$ cat src/ipd_pkg.sv
// Shared types and constants for the IMU packet deframer.
package ipd_pkg;

	// Frame bytes
	localparam logic [7:0] SYNC_BYTE  = 8'h55;
	localparam logic [7:0] TYPE_LO_K0 = 8'h53;
	localparam logic [7:0] TYPE_LO_K1 = 8'h7A;
	localparam logic [7:0] TYPE_HI    = 8'h31;

	// Minimum whole-word payload lengths and capture size in bytes
	localparam logic [7:0] NEED_K0     = 8'd22;
	localparam logic [7:0] NEED_K1     = 8'd28;
	localparam int         STORE_BYTES = 28;
	localparam int         POS_W       = $clog2(STORE_BYTES);

	// Packet kinds
	localparam logic KIND_SCALED = 1'b0;
	localparam logic KIND_RAW    = 1'b1;

	// Fixed-point scale factors (16 fraction bits)
	localparam logic signed [31:0] ACCEL_SCALE = 32'sd20;
	localparam logic signed [31:0] RATE_SCALE  = 32'sd1260;

	// Tick values that count as a wrap
	localparam logic [15:0] TICK_LOW  = 16'h0000;
	localparam logic [15:0] TICK_HIGH = 16'hFFFF;

	typedef logic [STORE_BYTES-1:0][7:0] capture_t;

	typedef struct packed {
		logic [7:0] rx_byte;
	} rx_word_t;

	typedef struct packed {
		logic               packet_kind;
		logic signed [31:0] accel_x;
		logic signed [31:0] accel_y;
		logic signed [31:0] accel_z;
		logic signed [31:0] rate_x;
		logic signed [31:0] rate_y;
		logic signed [31:0] rate_z;
		logic        [31:0] time_stamp;
		logic        [31:0] wrap_total;
	} sample_word_t;

	// Parser to formatter: a completed packet waiting to be formatted
	typedef struct packed {
		logic     done;
		logic     kind;
		capture_t bytes;
	} parse_done_t;

endpackage

$ cat src/ipd_stream_ifs.sv
// Valid/ready channel interfaces for the deframer's byte input and sample output.
interface ipd_rx_if;
	import ipd_pkg::*;
	logic     valid;
	logic     ready;
	rx_word_t data;
	modport source (output valid, output data, input ready);
	modport sink (input valid, input data, output ready);
endinterface

interface ipd_sample_if;
	import ipd_pkg::*;
	logic         valid;
	logic         ready;
	sample_word_t data;
	modport source (output valid, output data, input ready);
	modport sink (input valid, input data, output ready);
endinterface

$ cat src/ipd_parser.sv
// Frame parser: sync/type/length hunting and payload byte capture.
module ipd_parser (
	input  logic                clk,
	input  logic                arst_n,
	ipd_rx_if.sink              rx,
	input  logic                take,
	output ipd_pkg::parse_done_t pend
);
	import ipd_pkg::*;

	typedef enum logic [2:0] {
		PH_SYNC1,
		PH_SYNC2,
		PH_TYPE_LO,
		PH_TYPE_HI,
		PH_LENGTH,
		PH_PAYLOAD,
		PH_SWALLOW
	} phase_t;

	phase_t     phase_q;
	logic       kind_q;
	logic [7:0] len_q;
	logic [7:0] pos_q;
	logic       done_q;
	capture_t   bytes_q;

	logic       acc;
	logic [7:0] b;
	logic [7:0] len_round;
	logic [7:0] len_need;
	logic [7:0] pos_next;

	assign acc       = rx.valid && rx.ready;
	assign b         = rx.data.rx_byte;
	assign rx.ready  = !done_q || take;
	assign len_round = kind_q ? {b[7:2], 2'b00} : {b[7:1], 1'b0};
	assign len_need  = kind_q ? NEED_K1 : NEED_K0;
	assign pos_next  = pos_q + 8'd1;

	// Phase sequencer and packet-complete flag
	always_ff @(posedge clk or negedge arst_n) begin
		if (!arst_n) begin
			phase_q <= PH_SYNC1;
			kind_q  <= KIND_SCALED;
			len_q   <= '0;
			pos_q   <= '0;
			done_q  <= 1'b0;
		end else begin
			if (take)
				done_q <= 1'b0;
			if (acc) begin
				case (phase_q)
					PH_SYNC1:
						phase_q <= (b == SYNC_BYTE) ? PH_SYNC2 : PH_SYNC1;
					PH_SYNC2:
						phase_q <= (b == SYNC_BYTE) ? PH_TYPE_LO : PH_SYNC1;
					PH_TYPE_LO: begin
						if (b == TYPE_LO_K0) begin
							kind_q  <= KIND_SCALED;
							phase_q <= PH_TYPE_HI;
						end else if (b == TYPE_LO_K1) begin
							kind_q  <= KIND_RAW;
							phase_q <= PH_TYPE_HI;
						end else begin
							phase_q <= PH_SWALLOW;
						end
					end
					PH_TYPE_HI:
						phase_q <= (b == TYPE_HI) ? PH_LENGTH : PH_SYNC1;
					PH_LENGTH: begin
						if (len_round < len_need) begin
							phase_q <= PH_SYNC1;
						end else begin
							len_q   <= len_round;
							pos_q   <= '0;
							phase_q <= PH_PAYLOAD;
						end
					end
					PH_PAYLOAD: begin
						pos_q <= pos_next;
						if (pos_next >= len_q) begin
							phase_q <= PH_SYNC1;
							done_q  <= 1'b1;
						end
					end
					default:
						phase_q <= PH_SYNC1;
				endcase
			end
		end
	end

	// Payload capture; bytes past the store are counted only
	always_ff @(posedge clk) begin
		if (acc && phase_q == PH_PAYLOAD && pos_q < 8'(STORE_BYTES))
			bytes_q[pos_q[POS_W-1:0]] <= b;
	end

	assign pend.done  = done_q;
	assign pend.kind  = kind_q;
	assign pend.bytes = bytes_q;

endmodule

$ cat src/ipd_formatter.sv
// Sample formatter: scaling, word assembly, wrap count and output register.
module ipd_formatter (
	input  logic                clk,
	input  logic                arst_n,
	input  ipd_pkg::parse_done_t pend,
	output logic                take,
	ipd_sample_if.source        sample
);
	import ipd_pkg::*;

	logic         valid_q;
	logic [31:0]  wraps_q;
	sample_word_t data_q;

	logic [5:0][15:0]        half;
	logic [6:0][31:0]        word;
	logic signed [5:0][31:0] scaled;
	logic [15:0]             tick;
	logic                    is_wrap;
	logic [31:0]             wraps_next;
	sample_word_t            fmt;

	// Big-endian half words and little-endian 32-bit words
	always_comb begin
		for (int k = 0; k < 6; k++)
			half[k] = {pend.bytes[2*k], pend.bytes[2*k+1]};
		for (int k = 0; k < 7; k++)
			word[k] = {pend.bytes[4*k+3], pend.bytes[4*k+2],
				pend.bytes[4*k+1], pend.bytes[4*k]};
		for (int k = 0; k < 3; k++) begin
			scaled[k]   = 32'(signed'(half[k])) * ACCEL_SCALE;
			scaled[k+3] = 32'(signed'(half[k+3])) * RATE_SCALE;
		end
	end

	// Tick is half word ten (payload bytes 20 and 21); in scaled packets, count it when pinned at either end
	assign tick       = {pend.bytes[20], pend.bytes[21]};
	assign is_wrap    = (pend.kind == KIND_SCALED) &&
		(tick == TICK_LOW || tick == TICK_HIGH);
	assign wraps_next = wraps_q + 32'(is_wrap);

	always_comb begin
		fmt.packet_kind = pend.kind;
		fmt.wrap_total  = wraps_next;
		if (pend.kind == KIND_SCALED) begin
			fmt.accel_x    = scaled[0];
			fmt.accel_y    = scaled[1];
			fmt.accel_z    = scaled[2];
			fmt.rate_x     = scaled[3];
			fmt.rate_y     = scaled[4];
			fmt.rate_z     = scaled[5];
			fmt.time_stamp = {16'h0000, tick};
		end else begin
			fmt.accel_x    = word[1];
			fmt.accel_y    = word[2];
			fmt.accel_z    = word[3];
			fmt.rate_x     = word[4];
			fmt.rate_y     = word[5];
			fmt.rate_z     = word[6];
			fmt.time_stamp = word[0];
		end
	end

	assign take = pend.done && (!valid_q || sample.ready);

	// Output register and wrap counter
	always_ff @(posedge clk or negedge arst_n) begin
		if (!arst_n) begin
			valid_q <= 1'b0;
			wraps_q <= '0;
		end else if (take) begin
			valid_q <= 1'b1;
			wraps_q <= wraps_next;
		end else if (sample.ready) begin
			valid_q <= 1'b0;
		end
	end

	always_ff @(posedge clk) begin
		if (take)
			data_q <= fmt;
	end

	assign sample.valid = valid_q;
	assign sample.data  = data_q;

endmodule

$ cat src/imu_packet_deframer_core.sv
// Top level of the IMU packet deframer: parser and sample formatter.
// Usage:
//   rx carries one serial byte per word; sample carries one decoded IMU
//   sample per complete packet (kind, three accel, three rate, time stamp,
//   running wrap count). Both are valid/ready channels.
//   Frames are 0x55 0x55, a type pair, a length byte and the payload.
//   Throughput: one byte per cycle while rx.ready is high; header and payload
//   bytes stream back to back with no gaps.
//   Path: the last payload byte lands in the capture registers and sets
//   the packet-complete flag; the packet then passes through the scaling
//   multiplies into the output register once that register is free.
//   Stall: a finished sample waits in the output register while bytes
//   keep flowing; rx.ready drops only when a second packet completes
//   while the first sample is still not taken, and rises again on the
//   cycle that sample is taken.
//   Reset: the parser returns to hunting for the first sync byte, the
//   output register empties and the wrap count clears. The capture
//   store is not cleared; every byte a sample uses is written first.
module imu_packet_deframer_core (
	input  logic         clk,
	input  logic         arst_n,
	ipd_rx_if.sink       rx,
	ipd_sample_if.source sample
);
	import ipd_pkg::*;

	parse_done_t pend;
	logic        take;

	ipd_parser u_parser (
		.clk    (clk),
		.arst_n (arst_n),
		.rx     (rx),
		.take   (take),
		.pend   (pend)
	);

	ipd_formatter u_formatter (
		.clk    (clk),
		.arst_n (arst_n),
		.pend   (pend),
		.take   (take),
		.sample (sample)
	);

	// Input stalls only behind a blocked output
	a_stall_cause: assert property (@(posedge clk) disable iff (!arst_n)
		!rx.ready |-> (pend.done && sample.valid && !sample.ready))
		else $error("rx stalled without a blocked sample");

	// A pending packet moved on appears as a sample next cycle
	a_take_valid: assert property (@(posedge clk) disable iff (!arst_n)
		take |=> sample.valid)
		else $error("formatted packet did not reach the output");

	// Scaled kind time stamps are 16-bit ticks
	a_tick_width: assert property (@(posedge clk) disable iff (!arst_n)
		(sample.valid && sample.data.packet_kind == KIND_SCALED)
		|-> (sample.data.time_stamp[31:16] == 16'h0000))
		else $error("scaled sample time stamp exceeds 16 bits");

	// Wrap count moves by at most one per sample taken
	a_wrap_step: assert property (@(posedge clk) disable iff (!arst_n)
		(take && sample.valid) |=>
		((sample.data.wrap_total == $past(sample.data.wrap_total)) ||
		(sample.data.wrap_total == $past(sample.data.wrap_total) + 32'd1)))
		else $error("wrap count jumped");

endmodule
$ cat src/flat_wrapper.sv
// flat-port wrapper written by rule: the top's interface ports become plain ports
module imu_packet_deframer_core_flat import ipd_pkg::*;
  (clk, arst_n, rx_valid, rx_data, rx_ready, sample_valid, sample_data, sample_ready);
  ipd_rx_if rx_i ();
  ipd_sample_if sample_i ();
  input  logic clk;
  input  logic arst_n;
  input wire logic [$bits(rx_i.valid)-1:0] rx_valid;
  input wire logic [$bits(rx_i.data)-1:0] rx_data;
  output wire logic [$bits(rx_i.ready)-1:0] rx_ready;
  output wire logic [$bits(sample_i.valid)-1:0] sample_valid;
  output wire logic [$bits(sample_i.data)-1:0] sample_data;
  input wire logic [$bits(sample_i.ready)-1:0] sample_ready;
  assign rx_i.valid = rx_valid;
  assign rx_i.data = rx_data;
  assign rx_ready = rx_i.ready;
  assign sample_valid = sample_i.valid;
  assign sample_data = sample_i.data;
  assign sample_i.ready = sample_ready;
  imu_packet_deframer_core u_core (.clk(clk), .arst_n(arst_n), .rx(rx_i), .sample(sample_i));
endmodule
$ cat config.mk
export PLATFORM = sky130hd
export DESIGN_NAME = imu_packet_deframer_core_flat
export DESIGN_NICKNAME = d
export VERILOG_FILES = /design/src/ipd_pkg.sv /design/src/ipd_stream_ifs.sv /design/src/ipd_parser.sv /design/src/ipd_formatter.sv /design/src/imu_packet_deframer_core.sv /design/src/flat_wrapper.sv
export SDC_FILE = /design/constraint.sdc
export NUM_CORES = 1
export LEC_CHECK = 0
export ABC_AREA = 1
export BUFFER_PORTS_ARGS = -buffer_cell sky130_fd_sc_hd__buf_2
export CELL_PAD_IN_SITES_DETAIL_PLACEMENT = 2
export CELL_PAD_IN_SITES_GLOBAL_PLACEMENT = 2
export CORE_MARGIN = 1.5
export CORE_UTILIZATION = 40
export DETAILED_ROUTE_END_ITERATION = 10
export HOLD_SLACK_MARGIN = 0.15
export PLACE_DENSITY = 0.85
export SYNTH_ARGS = -nofsm -noshare
export SYNTH_HDL_FRONTEND = slang
export SYNTH_HIERARCHICAL = 1
export SYNTH_SLANG_ARGS = --single-unit
$ cat constraint.sdc
create_clock -name clk -period 8.6 [get_ports clk]
set_clock_uncertainty 0.1 [all_clocks]
set_input_delay 0.86 -clock clk [delete_from_list [all_inputs] [get_ports clk]]
set_output_delay 0.86 -clock clk [all_outputs]
set_load 0.005 [all_outputs]
==> key figures, run 1 <==
Floorplanning
  • Die Ht: 298 um
  • Initial Utilization: 40.6%
  • Row Count: 107
  • Core area: 85500 sq um
  • Die X: 298 um
  • DIE AREA: 88500 sq um
  • I/O Pins: 271

Power and ir drop
  • Switch Pwr: 1.30 mW
  • Leak: 18.5 nW
  • Sw frac: 22.6%
  • Worst VDD drop: 0.000146 V
  • Clock share of power: 49.9%
  • Register share of total power: 48.9%
  • Logic pwr share: 1.2%
  • Tot Pwr: 5.75 mW
  • Pint: 4.45 mW
  • Pwr/cell area: 145 nW/um^2

Worst setup path
  • Worst R2R Path Depth: 19
  • Crit path launch type: flop
  • Peak fanout along the critical path: 10
  • Crit. End Element: flop
  • WP data required: 8870 ps
  • Worst EP arrival: 5840 ps
  • Crit Path Class: reg2reg

Routing
  • Drt total wl: 126000 um
  • First-pass DRT Iterations: 5
  • Vias: 27426
  • DRC viols: 0
  • Initial detailed-routing violation count: 1782
  • Vias/cell: 5.34
  • Routed Antenna Nets: 0
  • Drt wl/cell: 24.6 um

Clocking
  • Number of H-tree levels: 3
  • Clock root cell: clkbuf_16
  • CTS resizes: 0
  • Clock tree from TritonCTS: built
  • Worst-path clk slew: 60 ps
  • Clk sinks: 534
  • Clk_lat worst skew: 640 ps
  • Clock Path Buffers: 3
  • Total CTS buffers: 66
  • CTS Hold Bufs: 0
  • Post-CTS Setup Bufs: 0

Synth
  • Post-synth EDFFs: 481
  • Post-synth net total: 4162
  • Gate count after technology mapping: 3644
  • Synthesized flop and latch total: 534
  • Async set or reset register ratio after synthesis: 9.93%
  • Synth area leaders: edfxtp_1, ha_1, nand2_1
  • Synth cell types: 49
  • Synth Cell Area: 34700 sq um
  • Seq/Total Area, Yosys: 45.4%
  • Post-synth top area share: 41.6%
  • Post-Syn Area per Cell: 9.52 sq um
  • Post-synth top area cell: edfxtp_1
  • Most used DFF post-synth: edfxtp_1
  • Synthesis warning total: 6

Placed design
  • Placed wire-length estimate: 93600 um
  • Placed cell area: 37400 sq um
  • Routability congestion estimate: 0.857
  • IO buf count: 270

Timing
  • Fin Hold WS: 298 ps
  • Final hold vios: 0
  • Final slew viol count: 0
  • RSZ-0062 raised after global routing: no
  • Crit share post-route: 64.8%
  • Total Neg Setup Slack: 0 ps
  • Final setup fails: 0
  • Worst slew pin tran: 1170 ps
  • Slew HR: 22.0%
  • Max Fclk: 179 MHz
  • Final worst path period need: 5580 ps

Run
  • Max Cap Viol: 0

Global routing
  • Total GRT Usage: 28.7%
  • Remaining Overflow, GRT: 0
  • Initial antenna violation count: 5
  • Vias in the first global route: 31303
  • First-pass GRT wire length: 193000 um
  • Maximum number of pins on one net before global-route repair: 162

Worst hold path
  • HP Class: in2async

Finish
  • Layout Nets: 4456
  • Finished Cell Area: 39600 sq um
  • Share of layout cells above drive strength 1: 11.2%
  • Area grow syn2layout: 14.1%

Outcome
  • Status: finished clean
[sequential cells by signal, indices dropped and copies added (netlist names)]
signal                           flops
u_core/u_formatter/sample.valid      1
u_core/u_parser/kind_q               1
u_core/u_parser/pend               224
u_core/u_parser/len_q                7
u_core/u_formatter/wraps_q          32
u_core/u_formatter/sample.data     257
u_core/u_parser/phase_q              3
u_core/u_parser/done_q               1
u_core/u_parser/pos_q                8
[synthesized netlist by cell type, types with 11 or more instances]
| cell | number |
|---|---|
| nand3_1 | 193 |
| nor4_1 | 11 |
| xor2_1 | 28 |
| nand2_1 | 974 |
| ha_1 | 330 |
| nand4_1 | 40 |
| inv_1 | 661 |
| nor2_1 | 210 |
| o21bai_1 | 11 |
| xnor2_1 | 30 |
| nand3b_1 | 16 |
| fa_1 | 176 |
| or2_2 | 21 |
| a21oi_1 | 108 |
| nor3_1 | 29 |
| edfxtp_1 | 481 |
| o21ai_0 | 137 |
| dfrtp_1 | 53 |
| clkbuf_1 | 45 |
[worst max-delay path, stage by stage, from the launching register on]
cell,delay [ps]
edfxtp_1,600
ha_1,400
inv_1,80
fa_1,540
inv_1,70
fa_1,490
fa_1,560
inv_1,70
fa_1,520
inv_1,50
ha_1,400
nand2_1,230
nor2_1,240
inv_1,110
nor2_1,200
nand4_1,210
nand3_1,170
nand2_1,70
nand3_1,100
nand2_1,100
[path summary, 6_finish.rpt]
check	endpoint	slack (ps)	from
setup / recovery	u_core/u_formatter/sample.data[87]	3020	u_core/u_parser/pend[87]
hold reg to reg	u_core/u_parser/len_q[4]	390	u_core/u_parser/len_q[4]
hold / removal	u_core/u_formatter/wraps_q[7]	300	arst_n
min in group clk	u_core/u_parser/len_q[4]	390	u_core/u_parser/len_q[4]
setup reg to reg	u_core/u_formatter/sample.data[87]	3020	u_core/u_parser/pend[87]
max in group asynchronous	u_core/u_parser/kind_q	7470	arst_n
[power groups by stage]
stage / clock network [mW] / logic, mW / registers (mW)
global placement: 0 / 0.0680 / 2.86
floorplan: 0 / 0.0119 / 2.86
global route: 3.01 / 0.0736 / 2.81
CTS: 2.93 / 0.0699 / 2.81
detailed placement: 0 / 0.0697 / 2.86
finish: 2.87 / 0.0692 / 2.81
[layer usage]
metal / vias up / part of all wire (%) / track usage, % / wire length (um)
li1: 12364 / - / - / -
met1: 14063 / 41 / 35.2 / 51700
met2: 760 / 51 / 51.2 / 64300
met3: 239 / 4.3 / 3.54 / 5470
met4: 0 / 4.0 / 10.8 / 5010
met5: - / 0 / 0 / 0
[cells by family (layout without fill, tap and decap cells)]
| kind of cell | after synthesis | in the layout | synth area share [%] |
|---|---|---|---|
| flip-flops | 534 | 534 | 45.4 |
| AND/OR/NAND/NOR | 1531 | 1531 | 18.5 |
| adder cells (fa/ha/maj) | 506 | 506 | 22.0 |
| AO/OA/AOI/OAI | 283 | 283 | 4.34 |
| XOR/XNOR | 61 | 61 | 1.60 |
| buffers and inverters | 729 | 1073 | 8.02 |
| other | 0 | 2 | 0 |
[placed cells by master (no fill, tap or decap), types with 10 or more instances in the layout]
| cell | n |
|---|---|
| buf_4 | 16 |
| dfrtp_1 | 52 |
| ha_1 | 330 |
| xor2_1 | 28 |
| nand2_1 | 974 |
| nor3_1 | 29 |
| inv_1 | 659 |
| buf_2 | 270 |
| clkbuf_16 | 66 |
| o21bai_1 | 11 |
| nand3_1 | 193 |
| clkinv_1 | 10 |
| a21oi_1 | 108 |
| fa_1 | 176 |
| edfxtp_1 | 481 |
| o21ai_0 | 137 |
| xnor2_1 | 30 |
| nor2_1 | 210 |
| nand4_1 | 40 |
| or2_2 | 21 |
| nor4_1 | 11 |
| nand3b_1 | 16 |
[stage by stage]
stage          worst slack (ps)  utilization [%]  instances
2_1_floorplan              4100                -       3644
3_5_place_dp               3160             43.7       5014
3_3_place_gp               3450             43.7       5014
4_1_cts                    3080             46.3       5132
6_report                   3020             46.3       5134
5_1_grt                    2840             46.3       5132
[final cells by class]
type,instances,area [sq um]
antenna,2,5.00
clock buffer,79,1740
clock inverter,39,479
fill,9146,46000
inverter,668,2520
multi-input combinational,2381,16200
sequential,534,15800
tap,1144,1430
timing repair buffer,287,1490
(Power assumes the default switching activity.)
==> run 2: changes to the inputs <==
--- a/config.mk
+++ b/config.mk
@@ -10,10 +10,10 @@
 export CELL_PAD_IN_SITES_DETAIL_PLACEMENT = 2
 export CELL_PAD_IN_SITES_GLOBAL_PLACEMENT = 2
 export CORE_MARGIN = 1.5
-export CORE_UTILIZATION = 40
+export CORE_UTILIZATION = 39
 export DETAILED_ROUTE_END_ITERATION = 10
 export HOLD_SLACK_MARGIN = 0.15
-export PLACE_DENSITY = 0.85
+export PLACE_DENSITY = 0.83
 export SYNTH_ARGS = -nofsm -noshare
 export SYNTH_HDL_FRONTEND = slang
 export SYNTH_HIERARCHICAL = 1
==> constraint.sdc (replaced) <==
create_clock -name clk -period 5.7 [get_ports clk]
set_clock_uncertainty 0.1 [all_clocks]
set_input_delay 0.57 -clock clk [delete_from_list [all_inputs] [get_ports clk]]
set_output_delay 0.57 -clock clk [all_outputs]
set_load 0.005 [all_outputs]
==> run 2 against run 1 <==
  * Sequential share of layout area fell by 0.11 points
  * Global-route usage fell by 0.47 points
  * Non-clock buffer count rose by 11
  * Sequential power rose by 51%
  * Critical path depth did not move
  * Worst setup slack got worse by 2800 ps
  * Maximum frequency rose by 2.2%
  * Count of clock-buffer cells in the layout rose by 4
  * Die area rose by 2.5%
  * Clock power rose by 53%
  * Largest cell class unchanged
  * Highest routed layer is now met5
==> key figures, run 2 (synthesized netlist as in run 1, its figures left out) <==
Outcome
  • Status: finished clean (unchanged)

Worst setup path
  • Delay-heaviest family, CP: adder cells (unchanged)
  • Worst path max stage delay: 560 ps (was 600 ps)
  • Highest-delay cell along the critical path: fa_1 (was edfxtp_1)
  • Crit-path cells: clkinvlp_4, ha_1, fa_1, inv_1, fa_1, fa_1, inv_1, fa_1, inv_1, ha_1, nand2_1, inv_1, nand3_1, nor2_1, nand4_1, nand3_1, nand2_1, nand3_1, nand2_1 (was ha_1, inv_1, fa_1, inv_1, fa_1, fa_1, inv_1, fa_1, inv_1, ha_1, nand2_1, nor2_1, inv_1, nor2_1, nand4_1, nand3_1, nand2_1, nand3_1, nand2_1)
  • Crit Path Class: reg2reg (unchanged)
  • Crit. End Element: flop (unchanged)
  • Crit path launch type: flop (unchanged)
  • Peak fanout along the critical path: 5 (was 10)
  • WP data required: 5960 ps (was 8870 ps)
  • Crit path buffers/inverters: 5 (unchanged)
  • Worst EP arrival: 5720 ps (was 5840 ps)
  • R2R setup slack: 240 ps (was 3020 ps)

Routing
  • First-pass DRT Iterations: 5 (unchanged)
  • Initial detailed-routing violation count: 1563 (was 1782)
  • Vias/cell: 5.31 (was 5.34)
  • Routed Antenna Nets: 0 (unchanged)
  • Drt total wl: 127000 um (was 126000 um)
  • Drt wl/cell: 24.5 um (was 24.6 um)
  • DRC viols: 0 (unchanged)
  • Vias: 27464 (was 27426)

Floorplanning
  • DIE AREA: 90800 sq um (was 88500 sq um)
  • Die Ht: 301 um (was 298 um)
  • I/O Pins: 271 (unchanged)
  • Die X: 301 um (was 298 um)
  • Initial Utilization: 39.3% (was 40.6%)
  • Core area: 88200 sq um (was 85500 sq um)
  • Row Count: 109 (was 107)

Timing
  • Final hold vios: 0 (unchanged)
  • Total Neg Setup Slack: 0 ps (unchanged)
  • Fin Hold WS: 319 ps (was 298 ps)
  • Final setup fails: 0 (unchanged)
  • Crit share post-route: 95.7% (was 64.8%)
  • Final slew viol count: 0 (unchanged)
  • RSZ-0062 raised after global routing: no (unchanged)
  • Slew HR: 23.5% (was 22.0%)
  • Worst slew pin tran: 1140 ps (was 1170 ps)
  • Max Fclk: 183 MHz (was 179 MHz)
  • Final worst path period need: 5460 ps (was 5580 ps)

Clocking
  • Worst-path clk slew: 60 ps (about the same)
  • Total CTS buffers: 66 (unchanged)
  • Clock Path Buffers: 3 (unchanged)
  • Clock tree from TritonCTS: built (unchanged)
  • Clk_lat worst skew: 630 ps (was 640 ps)
  • Clock root cell: clkbuf_16 (unchanged)
  • Number of H-tree levels: 3 (unchanged)
  • Clk sinks: 534 (unchanged)

Global routing
  • M1 GR Usage: 35.2% (about the same)
  • Vias in the first global route: 31047 (was 31303)
  • Remaining Overflow, GRT: 0 (unchanged)
  • Initial antenna violation count: 7 (was 5)
  • Total GRT Usage: 28.2% (was 28.7%)
  • Most Used Layer, Global Route: met2 (unchanged)
  • Maximum number of pins on one net before global-route repair: 137 (was 162)
  • First-pass GRT wire length: 193000 um (about the same)
  • Met2 GRT Util: 50.1% (was 51.2%)
  • GR Util met3: 3.21% (was 3.54%)

Finish
  • Share of layout cells above drive strength 1: 11.4% (was 11.2%)
  • Largest register FFs: 257 (unchanged)
  • Most common cell after layout, fill and taps aside: nand2_1 (unchanged)
  • Commonest non-fill, non-tap cells in the layout: nand2_1, inv_1, edfxtp_1 (unchanged)
  • Layout Nets: 4467 (was 4456)
  • Area grow syn2layout: 14.4% (was 14.1%)

Placed design
  • IO buf count: 270 (unchanged)
  • Placed wire-length estimate: 92600 um (was 93600 um)
  • Routability congestion estimate: 0.875 (was 0.857)

Worst hold path
  • HP Class: in2reg (was in2async)

Run
  • Max Cap Viol: 0 (unchanged)

Power and ir drop
  • Pwr/cell area: 220 nW/um^2 (was 145 nW/um^2)
  • Leak: 18.6 nW (was 18.5 nW)
  • Worst VDD drop: 0.000202 V (was 0.000146 V)
run 2: what timing repair did:
action                     in CTS  in global routing
setup endpoints to repair       0                  6
hold endpoints to repair       54                  0
hold buffers                    2                  0
resized for setup               0                  1
setup buffers                   0                  4
run 2: power by group:
part	internal, mW	switching (mW)	total, mW
clock network	2.58	1.81	4.39
registers	4.24	0.00218	4.24
logic	0.0163	0.0955	0.112
total	6.84	1.91	8.75
run 2: path summary, 6_finish.rpt:
check	startpoint	to	cells past startpoint
worst min-delay path	rx_data[5]	u_core/u_parser/pend[181]	1
worst max-delay path	u_core/u_parser/pend[70]	u_core/u_formatter/sample.data[119]	19
worst max register to register	u_core/u_parser/pend[70]	u_core/u_formatter/sample.data[119]	19
worst min register to register	u_core/u_parser/len_q[6]	u_core/u_parser/len_q[6]	2
min in group asynchronous	arst_n	u_core/u_formatter/wraps_q[9]	3
max in group asynchronous	arst_n	u_core/u_parser/kind_q	3
run 2: through the flow:
stage / std cells / instance area (sq um) / total power [mW] / worst slack (ps) / utilization, %
global placement: 5040 / 37400 / 4.43 / 487 / 42.4
global route: 5167 / 39700 / 8.95 / 15.4 / 45.0
CTS: 5163 / 39700 / 8.83 / 144 / 45.0
finish: 5168 / 39700 / 8.75 / 244 / 45.0
detailed placement: 5040 / 37400 / 4.43 / 356 / 42.4
floorplan: 3644 / 34700 / 4.34 / 1200 / -
run 2: final cells by class:
class                      instances  area (sq um)
sequential                       534         15800
clock inverter                    38           408
tap                             1165          1460
multi-input combinational       2381         16200
clock buffer                      83          1810
timing repair buffer             298          1580
fill                            9516         48500
antenna                            1          2.50
inverter                         668          2520
run 2: metal layers:
metal	wire length [um]	up-vias
met2	64000	697
met3	5160	227
met1	52700	14155
met5	13	-
met4	4750	2
li1	-	12383
